### src/rwl_pkg.sv
package rwl_pkg;

    // Operation codes carried in the func field of a request.
    typedef enum logic [2:0] {
        FN_TRY_READ      = 3'd0,
        FN_TRY_WRITE     = 3'd1,
        FN_ANNOUNCE      = 3'd2,
        FN_ANNOUNCED_TRY = 3'd3,
        FN_READ_UNLOCK   = 3'd4,
        FN_WRITE_UNLOCK  = 3'd5,
        FN_STATS_READ    = 3'd6,
        FN_STATS_CLEAR   = 3'd7
    } func_t;

    localparam int CPU_W     = 3;
    localparam int READERS_W = 8;
    localparam int WAITING_W = 4;
    localparam int COUNT_W   = 32;

    // Largest counts that fit the fixed field widths.
    localparam int READERS_CAP = 255;
    localparam int WAITING_CAP = 15;

    // Number of CPU indexes that the cpu field can name.
    localparam int CPU_CODES = 8;

    // Counter bank control, driven by the lock core.
    typedef struct packed {
        logic             known;
        logic             rd_inc;
        logic             wr_inc;
        logic             clear;
        logic [CPU_W-1:0] idx;
    } cnt_ctl_t;

    // One response as computed by the lock core.
    typedef struct packed {
        logic                 granted;
        logic                 fault;
        logic [READERS_W-1:0] readers_now;
        logic                 writer_held;
        logic [WAITING_W-1:0] writers_waiting;
        logic [COUNT_W-1:0]   read_grants_seen;
        logic [COUNT_W-1:0]   write_grants_seen;
    } rsp_t;

endpackage

### src/rwl_req_if.sv
interface rwl_req_if;
    logic       valid;
    logic       ready;
    logic [2:0] func;
    logic [2:0] cpu;

    modport source (output valid, output func, output cpu, input ready);
    modport sink (input valid, input func, input cpu, output ready);
endinterface

### src/rwl_rsp_if.sv
interface rwl_rsp_if;
    logic        valid;
    logic        ready;
    logic        granted;
    logic        fault;
    logic [7:0]  readers_now;
    logic        writer_held;
    logic [3:0]  writers_waiting;
    logic [31:0] read_grants_seen;
    logic [31:0] write_grants_seen;

    modport source (
        output valid, output granted, output fault, output readers_now,
        output writer_held, output writers_waiting, output read_grants_seen,
        output write_grants_seen, input ready
    );
    modport sink (
        input valid, input granted, input fault, input readers_now,
        input writer_held, input writers_waiting, input read_grants_seen,
        input write_grants_seen, output ready
    );
endinterface

### src/rwl_counters.sv
module rwl_counters #(
    parameter int CPU_COUNT = 8
) (
    input  logic              clk,
    input  logic              rst_n,
    input  logic              fire,
    input  rwl_pkg::cnt_ctl_t ctl,
    output logic [31:0]       rd_count,
    output logic [31:0]       wr_count
);
    import rwl_pkg::*;

    localparam int DEPTH = (CPU_COUNT < CPU_CODES) ? CPU_COUNT : CPU_CODES;
    localparam int IDX_W = (DEPTH > 1) ? $clog2(DEPTH) : 1;

    logic [COUNT_W-1:0] rd_cnt_reg [DEPTH];
    logic [COUNT_W-1:0] wr_cnt_reg [DEPTH];
    logic [IDX_W-1:0]   idx;

    assign idx = ctl.idx[IDX_W-1:0];

    // Counts are zero for a CPU index that has no counter.
    assign rd_count = ctl.known ? rd_cnt_reg[idx] : '0;
    assign wr_count = ctl.known ? wr_cnt_reg[idx] : '0;

    for (genvar i = 0; i < DEPTH; i++) begin : g_lane
        logic hit;
        assign hit = fire && ctl.known && (ctl.idx == CPU_W'(i));

        always_ff @(posedge clk or negedge rst_n)
        begin
            if (!rst_n)
            begin
                rd_cnt_reg[i] <= '0;
                wr_cnt_reg[i] <= '0;
            end
            else if (fire && ctl.clear)
            begin
                rd_cnt_reg[i] <= '0;
                wr_cnt_reg[i] <= '0;
            end
            else
            begin
                if (hit && ctl.rd_inc)
                begin
                    rd_cnt_reg[i] <= rd_cnt_reg[i] + COUNT_W'(1);
                end
                if (hit && ctl.wr_inc)
                begin
                    wr_cnt_reg[i] <= wr_cnt_reg[i] + COUNT_W'(1);
                end
            end
        end
    end
endmodule

### src/rwl_core.sv
module rwl_core #(
    parameter int CPU_COUNT  = 8,
    parameter int READER_MAX = 255
) (
    input  logic              clk,
    input  logic              rst_n,
    input  logic              fire,
    input  logic [2:0]        func,
    input  logic [2:0]        cpu,
    input  logic [31:0]       rd_count,
    input  logic [31:0]       wr_count,
    output rwl_pkg::cnt_ctl_t ctl,
    output rwl_pkg::rsp_t     rsp
);
    import rwl_pkg::*;

    localparam int READ_LIMIT = (READER_MAX < READERS_CAP) ? READER_MAX : READERS_CAP;
    localparam int WAIT_LIMIT = (CPU_COUNT < WAITING_CAP) ? CPU_COUNT : WAITING_CAP;

    logic [READERS_W-1:0] readers_reg, readers_next;
    logic                 wflag_reg, wflag_next;
    logic [CPU_W-1:0]     owner_reg, owner_next;
    logic [WAITING_W-1:0] waiting_reg, waiting_next;
    logic                 known;
    logic                 write_free;
    logic                 granted;
    logic                 fault;

    assign known      = 7'(cpu) < 7'(CPU_COUNT);
    assign write_free = !wflag_reg && (readers_reg == '0);

    always_comb
    begin
        readers_next = readers_reg;
        wflag_next   = wflag_reg;
        owner_next   = owner_reg;
        waiting_next = waiting_reg;
        granted      = 1'b0;
        fault        = 1'b0;
        ctl          = '0;
        ctl.known    = known;
        ctl.idx      = cpu;
        unique case (func_t'(func))
            FN_TRY_READ:
            begin
                if (!wflag_reg && waiting_reg == '0 && readers_reg < READERS_W'(READ_LIMIT))
                begin
                    readers_next = readers_reg + READERS_W'(1);
                    granted      = 1'b1;
                    ctl.rd_inc   = 1'b1;
                end
            end
            FN_TRY_WRITE:
            begin
                if (write_free)
                begin
                    wflag_next = 1'b1;
                    owner_next = cpu;
                    granted    = 1'b1;
                    ctl.wr_inc = 1'b1;
                end
            end
            FN_ANNOUNCE:
            begin
                if (waiting_reg >= WAITING_W'(WAIT_LIMIT))
                begin
                    fault = 1'b1;
                end
                else
                begin
                    waiting_next = waiting_reg + WAITING_W'(1);
                end
            end
            FN_ANNOUNCED_TRY:
            begin
                if (write_free)
                begin
                    wflag_next = 1'b1;
                    owner_next = cpu;
                    granted    = 1'b1;
                    ctl.wr_inc = 1'b1;
                    if (waiting_reg != '0)
                    begin
                        waiting_next = waiting_reg - WAITING_W'(1);
                    end
                end
            end
            FN_READ_UNLOCK:
            begin
                if (readers_reg == '0)
                begin
                    fault = 1'b1;
                end
                else
                begin
                    readers_next = readers_reg - READERS_W'(1);
                end
            end
            FN_WRITE_UNLOCK:
            begin
                if (!wflag_reg || owner_reg != cpu)
                begin
                    fault = 1'b1;
                end
                else
                begin
                    wflag_next = 1'b0;
                    owner_next = '0;
                end
            end
            FN_STATS_READ:
            begin
            end
            FN_STATS_CLEAR:
            begin
                ctl.clear = 1'b1;
            end
            default:
            begin
            end
        endcase
    end

    always_comb
    begin
        rsp                   = '0;
        rsp.granted           = granted;
        rsp.fault             = fault;
        rsp.readers_now       = readers_next;
        rsp.writer_held       = wflag_next;
        rsp.writers_waiting   = waiting_next;
        if (func_t'(func) == FN_STATS_READ)
        begin
            rsp.read_grants_seen  = rd_count;
            rsp.write_grants_seen = wr_count;
        end
    end

    always_ff @(posedge clk or negedge rst_n)
    begin
        if (!rst_n)
        begin
            readers_reg <= '0;
            wflag_reg   <= 1'b0;
            owner_reg   <= '0;
            waiting_reg <= '0;
        end
        else if (fire)
        begin
            readers_reg <= readers_next;
            wflag_reg   <= wflag_next;
            owner_reg   <= owner_next;
            waiting_reg <= waiting_next;
        end
    end
endmodule

### src/reader_writer_lock_unit.sv
// Reader-writer lock unit, writer preferring.
// A request accepted into the input register is worked on by the core, and its
// response goes into the response register once that register can take it.
// One request per cycle while responses are taken; the update is a single pass.
// Reset (rst_n, asynchronous): lock state, waiting count, all grant counters
// and both pipeline valid flags clear at once; no request is refused after it.
module reader_writer_lock_unit #(
    parameter int CPU_COUNT  = 8,
    parameter int READER_MAX = 255
) (
    input  logic         clk,
    input  logic         rst_n,
    rwl_req_if.sink      req,
    rwl_rsp_if.source    rsp
);
    import rwl_pkg::*;

    // Input register holding one accepted request.
    logic       req_valid_reg;
    logic [2:0] func_reg;
    logic [2:0] cpu_reg;

    // Response register.
    logic       rsp_valid_reg;
    rsp_t       rsp_reg;

    logic       advance;
    logic       req_take;
    cnt_ctl_t   cnt_ctl;
    rsp_t       rsp_calc;
    logic [31:0] rd_count;
    logic [31:0] wr_count;

    // The held request moves on whenever the response register is empty or
    // its current response is being taken. Lock state is updated in the same
    // cycle, so the following request always sees the updated state.
    assign advance  = req_valid_reg && (!rsp_valid_reg || rsp.ready);
    assign req.ready = !req_valid_reg || advance;
    assign req_take = req.valid && req.ready;

    rwl_core #(
        .CPU_COUNT  (CPU_COUNT),
        .READER_MAX (READER_MAX)
    ) u_core (
        .clk      (clk),
        .rst_n    (rst_n),
        .fire     (advance),
        .func     (func_reg),
        .cpu      (cpu_reg),
        .rd_count (rd_count),
        .wr_count (wr_count),
        .ctl      (cnt_ctl),
        .rsp      (rsp_calc)
    );

    // Per-CPU read and write acquisition counters.
    rwl_counters #(
        .CPU_COUNT (CPU_COUNT)
    ) u_counters (
        .clk      (clk),
        .rst_n    (rst_n),
        .fire     (advance),
        .ctl      (cnt_ctl),
        .rd_count (rd_count),
        .wr_count (wr_count)
    );

    always_ff @(posedge clk or negedge rst_n)
    begin
        if (!rst_n)
        begin
            req_valid_reg <= 1'b0;
            rsp_valid_reg <= 1'b0;
        end
        else
        begin
            if (req.ready)
            begin
                req_valid_reg <= req.valid;
            end
            if (advance)
            begin
                rsp_valid_reg <= 1'b1;
            end
            else if (rsp.ready)
            begin
                rsp_valid_reg <= 1'b0;
            end
        end
    end

    // Payload registers carry no reset.
    always_ff @(posedge clk)
    begin
        if (req_take)
        begin
            func_reg <= req.func;
            cpu_reg  <= req.cpu;
        end
        if (advance)
        begin
            rsp_reg <= rsp_calc;
        end
    end

    assign rsp.valid             = rsp_valid_reg;
    assign rsp.granted           = rsp_reg.granted;
    assign rsp.fault             = rsp_reg.fault;
    assign rsp.readers_now       = rsp_reg.readers_now;
    assign rsp.writer_held       = rsp_reg.writer_held;
    assign rsp.writers_waiting   = rsp_reg.writers_waiting;
    assign rsp.read_grants_seen  = rsp_reg.read_grants_seen;
    assign rsp.write_grants_seen = rsp_reg.write_grants_seen;
endmodule

### src/flat_wrapper.sv
// flat-port wrapper written by rule: the top's interface ports become plain ports
module reader_writer_lock_unit_flat import rwl_pkg::*;
#(
    parameter int CPU_COUNT  = 8,
    parameter int READER_MAX = 255
)
  (clk, rst_n, req_valid, req_func, req_cpu, req_ready, rsp_valid, rsp_granted, rsp_fault, rsp_readers_now, rsp_writer_held, rsp_writers_waiting, rsp_read_grants_seen, rsp_write_grants_seen, rsp_ready);
  rwl_req_if req_i ();
  rwl_rsp_if rsp_i ();
  input  logic clk;
  input  logic rst_n;
  input wire logic [$bits(req_i.valid)-1:0] req_valid;
  input wire logic [$bits(req_i.func)-1:0] req_func;
  input wire logic [$bits(req_i.cpu)-1:0] req_cpu;
  output wire logic [$bits(req_i.ready)-1:0] req_ready;
  output wire logic [$bits(rsp_i.valid)-1:0] rsp_valid;
  output wire logic [$bits(rsp_i.granted)-1:0] rsp_granted;
  output wire logic [$bits(rsp_i.fault)-1:0] rsp_fault;
  output wire logic [$bits(rsp_i.readers_now)-1:0] rsp_readers_now;
  output wire logic [$bits(rsp_i.writer_held)-1:0] rsp_writer_held;
  output wire logic [$bits(rsp_i.writers_waiting)-1:0] rsp_writers_waiting;
  output wire logic [$bits(rsp_i.read_grants_seen)-1:0] rsp_read_grants_seen;
  output wire logic [$bits(rsp_i.write_grants_seen)-1:0] rsp_write_grants_seen;
  input wire logic [$bits(rsp_i.ready)-1:0] rsp_ready;
  assign req_i.valid = req_valid;
  assign req_i.func = req_func;
  assign req_i.cpu = req_cpu;
  assign req_ready = req_i.ready;
  assign rsp_valid = rsp_i.valid;
  assign rsp_granted = rsp_i.granted;
  assign rsp_fault = rsp_i.fault;
  assign rsp_readers_now = rsp_i.readers_now;
  assign rsp_writer_held = rsp_i.writer_held;
  assign rsp_writers_waiting = rsp_i.writers_waiting;
  assign rsp_read_grants_seen = rsp_i.read_grants_seen;
  assign rsp_write_grants_seen = rsp_i.write_grants_seen;
  assign rsp_i.ready = rsp_ready;
  reader_writer_lock_unit #(.CPU_COUNT(CPU_COUNT), .READER_MAX(READER_MAX)) u_core (.clk(clk), .rst_n(rst_n), .req(req_i), .rsp(rsp_i));
endmodule
### config.mk
export PLATFORM = sky130hd
export DESIGN_NAME = reader_writer_lock_unit_flat
export DESIGN_NICKNAME = d
export VERILOG_FILES = /design/src/rwl_pkg.sv /design/src/rwl_req_if.sv /design/src/rwl_rsp_if.sv /design/src/rwl_counters.sv /design/src/rwl_core.sv /design/src/reader_writer_lock_unit.sv /design/src/flat_wrapper.sv
export SDC_FILE = /design/constraint.sdc
export NUM_CORES = 1
export LEC_CHECK = 0
export ABC_CLOCK_PERIOD_IN_PS = 4000
export BUFFER_PORTS_ARGS = -buffer_cell sky130_fd_sc_hd__buf_2
export CAP_MARGIN = 10
export CORE_MARGIN = 5
export CORE_UTILIZATION = 50
export CTS_CLUSTER_SIZE = 16
export DETAILED_ROUTE_END_ITERATION = 8
export PLACE_DENSITY = 0.75
export SLEW_MARGIN = 10
export SYNTH_ARGS = -nofsm -noshare
export SYNTH_HDL_FRONTEND = slang
export SYNTH_HIERARCHICAL = 1
export SYNTH_SLANG_ARGS = --single-unit
### constraint.sdc
create_clock -name clk -period 4 [get_ports clk]
set_input_delay 0.2 -clock clk [delete_from_list [all_inputs] [get_ports clk]]
set_output_delay 0.2 -clock clk [all_outputs]
set_load 0.05 [all_outputs]
== Yosys cells after proc, flatten, opt, wreduce, memory -nomap -nowiden ==
Cells that the tools add are included.

* Bitwise gates (word level): 1
* $add $sub $neg: 20
* Equal/unequal tests: 17
* Reductions and logical operators: 61
* $lt $le $gt $ge: 3
* Multiplexer cells: 63

{| class="wikitable"
|+ Operators with widths
! cell !! count
|-
| $mux W32 || 36
|-
| $add A32 B1 Y32 const B || 16
|-
| $bmux W32 S3 || 2
|-
| $reduce_bool A2 Y1 || 18
|-
| $logic_and A1 B1 Y1 || 30
|-
| $eq A3 B3 Y1 const B || 8
|-
| $mux W8 || 2
|-
| $pmux W8 S2 || 1
|-
| $eq A3 B2 Y1 const B || 4
|-
| $mux W1 || 12
|-
| $mux W4 || 3
|-
| $add A8 B1 Y8 const B || 1
|-
| $ge A4 B4 Y1 const B || 2
|-
| $logic_not A8 Y1 || 1
|-
| $lt A8 B8 Y1 const B || 1
|-
| $pmux W4 S2 || 1
|-
| $sub A8 B1 Y8 const B || 1
|-
| $eq A3 B1 Y1 const B || 2
|-
| $logic_not A3 Y1 || 2
|-
| $mux W3 || 2
|-
| $pmux W3 S2 || 1
|-
| $add A4 B1 Y4 const B || 1
|-
| $logic_not A4 Y1 || 1
|-
| $not A3 Y4 || 1
|-
| other kinds (11) || 16
|}

* Output and inout port bits: 81
* Flip-flop bits (word level): 615

== Depth between registers and ports, before layout ==
Gate-level depths: netlist (run 1).

* Depth after elaboration: 8
* Gate-level depth with buffers: 12
* Depth with buffers taken out: 10

== Modules after synthesis ==
The synthesis (run 1) kept the hierarchy.

{| class="wikitable"
|+ Modules (own cells, without submodules)
! module !! seq. area each (µm²) !! area each (µm²) !! cells an instance !! instances
|-
| rwl_counters || 12812.3 || 30486.7 || 3104 || 1
|-
| reader_writer_lock_unit || 2602.5 || 2656.3 || 93 || 1
|-
| rwl_core || 400.4 || 2222.1 || 299 || 1
|}

== Worst setup path before layout (run 1) ==
OpenSTA, ideal clock, no wires.

* Kind: flip-flop to flip-flop
* Start point: register u_core.rsp_valid_reg, in the netlist u_core/rsp.valid
* End point: register u_core/u_counters/wr_cnt_reg[51] (netlist name)
* Slack: -662 ps
* Cell stages (with the launch flop): 10
* Data arrival time: 4530 ps
* Data required time: 3868 ps
* Cells stage by stage: dfrtp_1 > nand2b_1 > and2_1 > nand4_2 > or4_1 > buf_2 > buf_6 > nor3_2 > xnor2_1 > nor2_1

* Cells in the longest elaborated chain, start to end: 6

{| class="wikitable"
|+ Ends and longest elaborated chain
! item !! line !! source
|-
| start, declared || reader_writer_lock_unit.sv:24 || <nowiki>logic rsp_valid_reg;</nowiki>
|-
| start signal, assigned || reader_writer_lock_unit.sv:73 || <nowiki>rsp_valid_reg <= 1'b0;</nowiki>
|-
| start signal, assigned || reader_writer_lock_unit.sv:83 || <nowiki>rsp_valid_reg <= 1'b1;</nowiki>
|-
| start signal, assigned || reader_writer_lock_unit.sv:87 || <nowiki>rsp_valid_reg <= 1'b0;</nowiki>
|-
| $logic_not A1 Y1 (*) || reader_writer_lock_unit.sv:37 || <nowiki>assign advance = req_valid_reg && (!rsp_valid_reg || rsp.ready);</nowiki>
|-
| $logic_or A1 B1 Y1 (*) || reader_writer_lock_unit.sv:37 ||
|-
| $logic_and A1 B1 Y1 (*) || reader_writer_lock_unit.sv:37 ||
|-
| named net u_core.advance || reader_writer_lock_unit.sv:27 || <nowiki>logic advance;</nowiki>
|-
| $logic_and A1 B1 Y1 || rwl_counters.sv:28 || <nowiki>assign hit = fire && ctl.known && (ctl.idx == CPU_W'(i));</nowiki>
|-
| $logic_and A1 B1 Y1 || rwl_counters.sv:48 || <nowiki>if (hit && ctl.wr_inc)</nowiki>
|-
| $reduce_bool A2 Y1 (no line) || -- ||
|-
| end signal, assigned by index || rwl_counters.sv:50 || <nowiki>wr_cnt_reg[i] <= wr_cnt_reg[i] + COUNT_W'(1);</nowiki>
|-
| end, declared || rwl_counters.sv:17 || <nowiki>logic [COUNT_W-1:0] wr_cnt_reg [DEPTH];</nowiki>
|}

The timed path passes the listed nets; every way through them passes the cells marked *.
A chain may end at the register's enable or synchronous reset.

==> results of run 1 <==
routing by layer:
metal | share of wire, % | vias up | wire, um
li1 | - | 12690 | -
met5 | 0 | - | 0
met4 | 4.4 | 0 | 4241
met3 | 6.5 | 275 | 6275
met1 | 40 | 14080 | 38940
met2 | 49 | 1245 | 47380
worst max-delay path, stage by stage, from the launching register on:
cell and delay, ns:
dfrtp_1 0.42, inv_1 0.13, ha_1 0.22, nor4b_2 0.28
o211ai_1 0.19, inv_1 0.42, nand4_1 0.16, buf_4 0.27
or4_1 0.76, nor4_1 0.37, xnor2_1 0.17, nor2_1 0.06
cells in the mapped netlist (61+ instances only):
library cell and instances:
a21oi_1 90, and2_1 88, xnor2_1 200, or3_1 64, nor3_1 90, nand4_1 193
and4_1 61, and3_1 77, clkbuf_1 132, nand3_1 185, xor2_1 227, nor2b_1 72
nand2_1 213, nor2_1 490, mux2i_1 67, dfrtp_1 530, o21ai_0 89, mux4_2 128
edfxtp_1 85
cells by family (layout without fill, tap and decap cells):
logic type	after synthesis	count (layout)	share of synthesized area, %
mux	197	197	10.11
simple gates	1731	1731	26.68
buf+inv	252	347	3.000
xor+xnor	427	427	10.57
other cells	1	3	0.01060
fa+ha+maj	21	21	0.7430
flops	615	615	44.72
compound gates	252	252	4.164
layout make-up:
type                       count  area [um^2]
inverter                      49        183.9
fill                        5979        30920
clock buffer                  98         1958
multi-input combinational   2629        18520
tap                          940         1176
antenna                        2        5.005
clock inverter                32        344.1
sequential                   615        15820
timing repair buffer         168         1229
worst max-delay path by stage:
stage	end	slack [ns]	depth (start not counted)
global route	u_core/u_counters/wr_cnt_reg[92]	0.18	11
CTS	u_core/u_counters/rd_cnt_reg[63]	0.41	11
global placement	u_core/u_counters/rd_cnt_reg[63]	0.53	11
finish	u_core/u_counters/rd_cnt_reg[63]	0.38	11
floorplan	u_core/u_counters/rd_cnt_reg[125]	0.38	9
detailed placement	u_core/u_counters/rd_cnt_reg[63]	0.48	11
stage by stage:
step / instance area (um^2) / hold slack [ns] / total power [W] / worst slack, ns
after floorplan: 35370 / -0.09559 / 0.007475 / 0.3787
after global placement: 36800 / 0.3652 / 0.007832 / 0.5316
after detailed placement: 36800 / 0.3619 / 0.007840 / 0.4823
after CTS: 39200 / 0.2615 / 0.01436 / 0.4090
after global routing: 39230 / 0.2929 / 0.01473 / 0.1847
final: 39230 / 0.2474 / 0.01424 / 0.3827
power by group:
part           switching [W]  internal, W  leakage (nW)
combinational       0.000798     0.000331          6.75
sequential          0.000128      0.00648          8.21
clock                0.00272      0.00379          1.12
total                0.00364       0.0106          16.1
timing repair:
| item | CTS | global route |
|---|---|---|
| hold endpoints to repair | 117 | 0 |
| hold buffers | 10 | 0 |
| setup buffers | 0 | 0 |
==> reports/metrics.yaml, run 1 <==
floorplan:
  chipWidth_um: 276.0
  die_area_mm2: 0.07615
  initial_core_util_pct: 50.41
  die_h_um: 276.0
  core_area_mm2: 0.07015
  placementRows: 97
  num_io_pins: 91
timing:
  fmax_mhz: 276.4
  period_minus_slack_ns: 3.617
  fin_crit_sh_pct: 90.43
  tightest_slew_ns: 1.004
  slew_headroom_pct: 32.45
  finClkSkew_ns: 0.01962
  setup_viol: 0
  hold_viol: 0
  final.setup.tns_ns: 0
  rsz0062_at_grt: "no"
  final-max-slew-violation-count: 0
job:
  max_cap_viol_count: 0
logic_synthesis:
  synthFlopType: "dfrtp_1"
  yosys.area.top_type_share_pct: 37.50
  async_reset_ff_share_pct: 86.18
  ys_ff_latch: 615
  syn-cell-area_mm2: 0.03537
  syn_nets: 3527
  synth_edf_count: 85
  synth_warnings: 6
  synth.avg_cell_area_um2: 10.12
  synth.largest_area_cell: "dfrtp_1"
  synth_cell_type_count: 89
  syn-instance-count: 3496
  ys_seq_area_share_pct: 44.72
  synth_area_leaders: "dfrtp_1 38%, mux4_2 8.2%, edfxtp_1 7.2%, xor2_1 5.6%, nor2_1 5.2%"
final_layout:
  fin_cells: 4533
  utilization_pct: 55.93
  area_growth_pct: 10.93
  drive_gt1_share_pct: 12.98
  final_nets: 3564
  final_cell_mix: "530 x dfrtp_1, 489 x nor2_1, 227 x xor2_1"
  final_common_cell: "dfrtp_1"
cts:
  cts_buffers: 70
  cts_tree: "done"
  cts_htree_levels: 3
  clock_latency_ns: 0.63
  clockRootBuffer: "clkbuf_16"
  cts.sinks: 615
  clk_path_buf_depth: 3
  clk_pin_slew_ns: 0.06
  cts_resized: 0
drt:
  vias: 28280
  first_pass_iters: 5
  drcViolationCount: 0
  post_drt_wl_per_cell_um: 21.36
  ant_nets: 0
  via_per_inst: 6.240
  routed_wl_um: 96840
  drt_iter0_markers: 3057
grt:
  grt_pass1_vias: 27200
  met2_usage_pct: 41.74
  grt_max_degree: 169
  gr-total-overflow: 0
  grt_use_total_pct: 25.15
  antenna_found_initial: 1
  busiest_layer: "met2"
  grt_use_met3_pct: 3.483
  use_met1_pct: 33.49
  grt_first_pass_wirelength_um: 152900
run_status:
  outcome: "complete, no violations"
power:
  ir_drop_mv: 0.4060
  leakagePower_nw: 16.08
  p_per_area_mw_per_mm2: 363.0
worst_setup_path:
  rr_worst_depth: 11
  criticalPathCategory: "reg -> reg"
  critPathCaptureType: "register"
  crit_required_ns: 4.47
  ff2ff_setup_slack_ns: 0.38
  crit_path_start_kind: "register"
  crit_arrival_ns: 4.09
  crit-reg2reg-launch: "u_core/u_core/waiting_reg[1]"
  worstSetupStartpoint: "u_core/u_core/waiting_reg[1]"
  cp_max_fo: 21
  r2r_end: "u_core/u_counters/rd_cnt_reg[63]"
placed_design:
  dpl.cell_count: 4390
  port_buffers: 90
  place.gp.congestion: 0.9591
  dp_hpwl_um: 67320
worst_hold_path:
  hold_path.class: "in -> async"
No activity file was read; power rests on OpenSTA's default activity.
==> run 2, diff against run 1 <==
--- a/config.mk
+++ b/config.mk
@@ -9,10 +9,10 @@
 export BUFFER_PORTS_ARGS = -buffer_cell sky130_fd_sc_hd__buf_2
 export CAP_MARGIN = 10
 export CORE_MARGIN = 5
-export CORE_UTILIZATION = 50
+export CORE_UTILIZATION = 45
 export CTS_CLUSTER_SIZE = 16
 export DETAILED_ROUTE_END_ITERATION = 8
-export PLACE_DENSITY = 0.75
+export PLACE_DENSITY = 0.69
 export SLEW_MARGIN = 10
 export SYNTH_ARGS = -nofsm -noshare
 export SYNTH_HDL_FRONTEND = slang
==> reports/metrics.yaml, run 2 (synthesized netlist as in run 1, its figures left out) <==
drt:
  post_drt_wl_per_cell_um: 21.03
  ant_nets: 0
  routed_wl_um: 97470
  drt_iter0_markers: 2601
  via_per_inst: 5.943
  first_pass_iters: 6
  vias: 27550
  drcViolationCount: 0
timing:
  period_minus_slack_ns: 3.678
  finalWorstSetupSlack_ns: 0.3216
  final-max-slew-violation-count: 0
  tightest_slew_ns: 1.122
  final.setup.tns_ns: 0
  finClkSkew_ns: 0.02316
  fmax_mhz: 271.9
  slew_headroom_pct: 25.23
  hold_viol: 0
  setup_viol: 0
  fin_crit_sh_pct: 91.96
  rsz0062_at_grt: "no"
floorplan:
  placementRows: 102
  die_area_mm2: 0.08429
  core_area_mm2: 0.07772
  initial_core_util_pct: 45.50
  die_h_um: 290.3
  num_io_pins: 91
  chipWidth_um: 290.3
final_layout:
  final_cell_mix: "530 x dfrtp_1, 489 x nor2_1, 227 x xor2_1"
  area_growth_pct: 11.30
  final_common_cell: "dfrtp_1"
  final_cell_area_mm2: 0.03936
  drive_gt1_share_pct: 13.36
  final_nets: 3570
  n_fill_cell: 6898
run_status:
  outcome: "complete, no violations"
grt:
  grt_pass1_vias: 26560
  grt_use_total_pct: 22.53
  gr-total-overflow: 0
  grt_max_degree: 171
  grt_first_pass_wirelength_um: 154200
  antenna_found_initial: 1
cts:
  cts.sinks: 615
  clk_pin_slew_ns: 0.06
  cts_buffers: 71
  cts_tree: "done"
  clock_latency_ns: 0.62
  clk_path_buf_depth: 3
  cts_htree_levels: 3
  clockRootBuffer: "clkbuf_16"
power:
  p_seq_share_pct: 46.4
  switching_share_pct: 25.35
  leakagePower_nw: 16.11
  comb_power_share_pct: 8.0
  intPower_w: 0.01063
  ir_drop_mv: 0.3448
  switchingPower_w: 0.003608
  p_per_area_mw_per_mm2: 361.7
  finalPower_w: 0.01424
  pwr-share-clk_pct: 45.6
worst_setup_path:
  crit_path_start_kind: "register"
  critPathCaptureType: "register"
  cp_max_fo: 10
  criticalPathCategory: "reg -> reg"
  rr_worst_depth: 12
  crit_arrival_ns: 4.21
  crit_required_ns: 4.54
  ff2ff_setup_slack_ns: 0.32
placed_design:
  place.gp.congestion: 0.9390
  dp_hpwl_um: 68200
  pre_cts_ws_ns: 0.3608
  port_buffers: 90
  place_area_mm2: 0.03695
job:
  max_cap_viol_count: 0
worst_hold_path:
  hold_path.class: "in -> async"
## run 2: area by class of cell
cell class	count	area [um^2]	area share [%]
antenna	1	2.502	0.006358
clock buffer	105	2087	5.302
clock inverter	23	216.5	0.5499
inverter	49	183.9	0.4673
multi-input combinational	2629	18520	47.05
sequential	615	15820	40.18
tap	1040	1301	3.306
timing repair buffer	173	1234	3.134
## run 2: path summary, 6_finish.rpt
check,from,endpoint
setup / recovery,u_core/u_core/readers_reg[1],u_core/u_counters/wr_cnt_reg[92]
hold / removal,rst_n,u_core/u_counters/rd_cnt_reg[71]
setup reg to reg,u_core/u_core/readers_reg[1],u_core/u_counters/wr_cnt_reg[92]
hold reg to reg,u_core/u_counters/wr_cnt_reg[127],u_core/u_counters/wr_cnt_reg[127]
max in group asynchronous,rst_n,u_core/u_counters/rd_cnt_reg[58]
min in group clk,req_cpu[1],u_core/cpu_reg[1]
## run 2: worst max-delay path, cell delays in order (launching register included)
cell and delay, ns:
dfrtp_1 0.46, inv_1 0.14, ha_1 0.22, nor4b_2 0.21, buf_4 0.19, nand2_1 0.07, nor2_1 0.42, buf_4 0.24
nand2b_1 0.27, nor4_2 0.46, nand4_1 0.30, or4_1 0.46, a21oi_1 0.14
## run 2: what timing repair did
action                                 in CTS  in global routing
endpoints found under the hold margin      95                  0
setup endpoints to repair                   0                  0
gates resized for setup                     0                  0
hold buffers                               10                  0
buffers inserted                            0                  0
## run 2: power by group through the flow
stage	clock network, W	logic, W	registers [W]
floorplan	0	0.000587	0.00689
global placement	0	0.00113	0.00672
detailed placement	0	0.00113	0.00672
CTS	0.00663	0.00115	0.00661
global route	0.00688	0.00123	0.00662
finish	0.00649	0.00114	0.00661
## run 2: per-layer routing
| layer | track usage [%] | wire, um | vias up |
|---|---|---|---|
| met5 | 0 | 8 | - |
| met4 | 8.963 | 4145 | 2 |
| met3 | 2.766 | 5032 | 216 |
| met2 | 37.47 | 47630 | 894 |
| met1 | 30.28 | 40650 | 13770 |
| li1 | - | - | 12660 |
## run 2: metrics by stage
stage                     util, %  hold slack (ns)  std cells
after floorplan                 -         -0.09559       3496
after global placement      47.55           0.3126       4496
after detailed placement    47.55           0.3215       4496
after CTS                   50.64           0.2640       4634
after global routing        50.64           0.3134       4634
final                       50.64           0.2264       4635
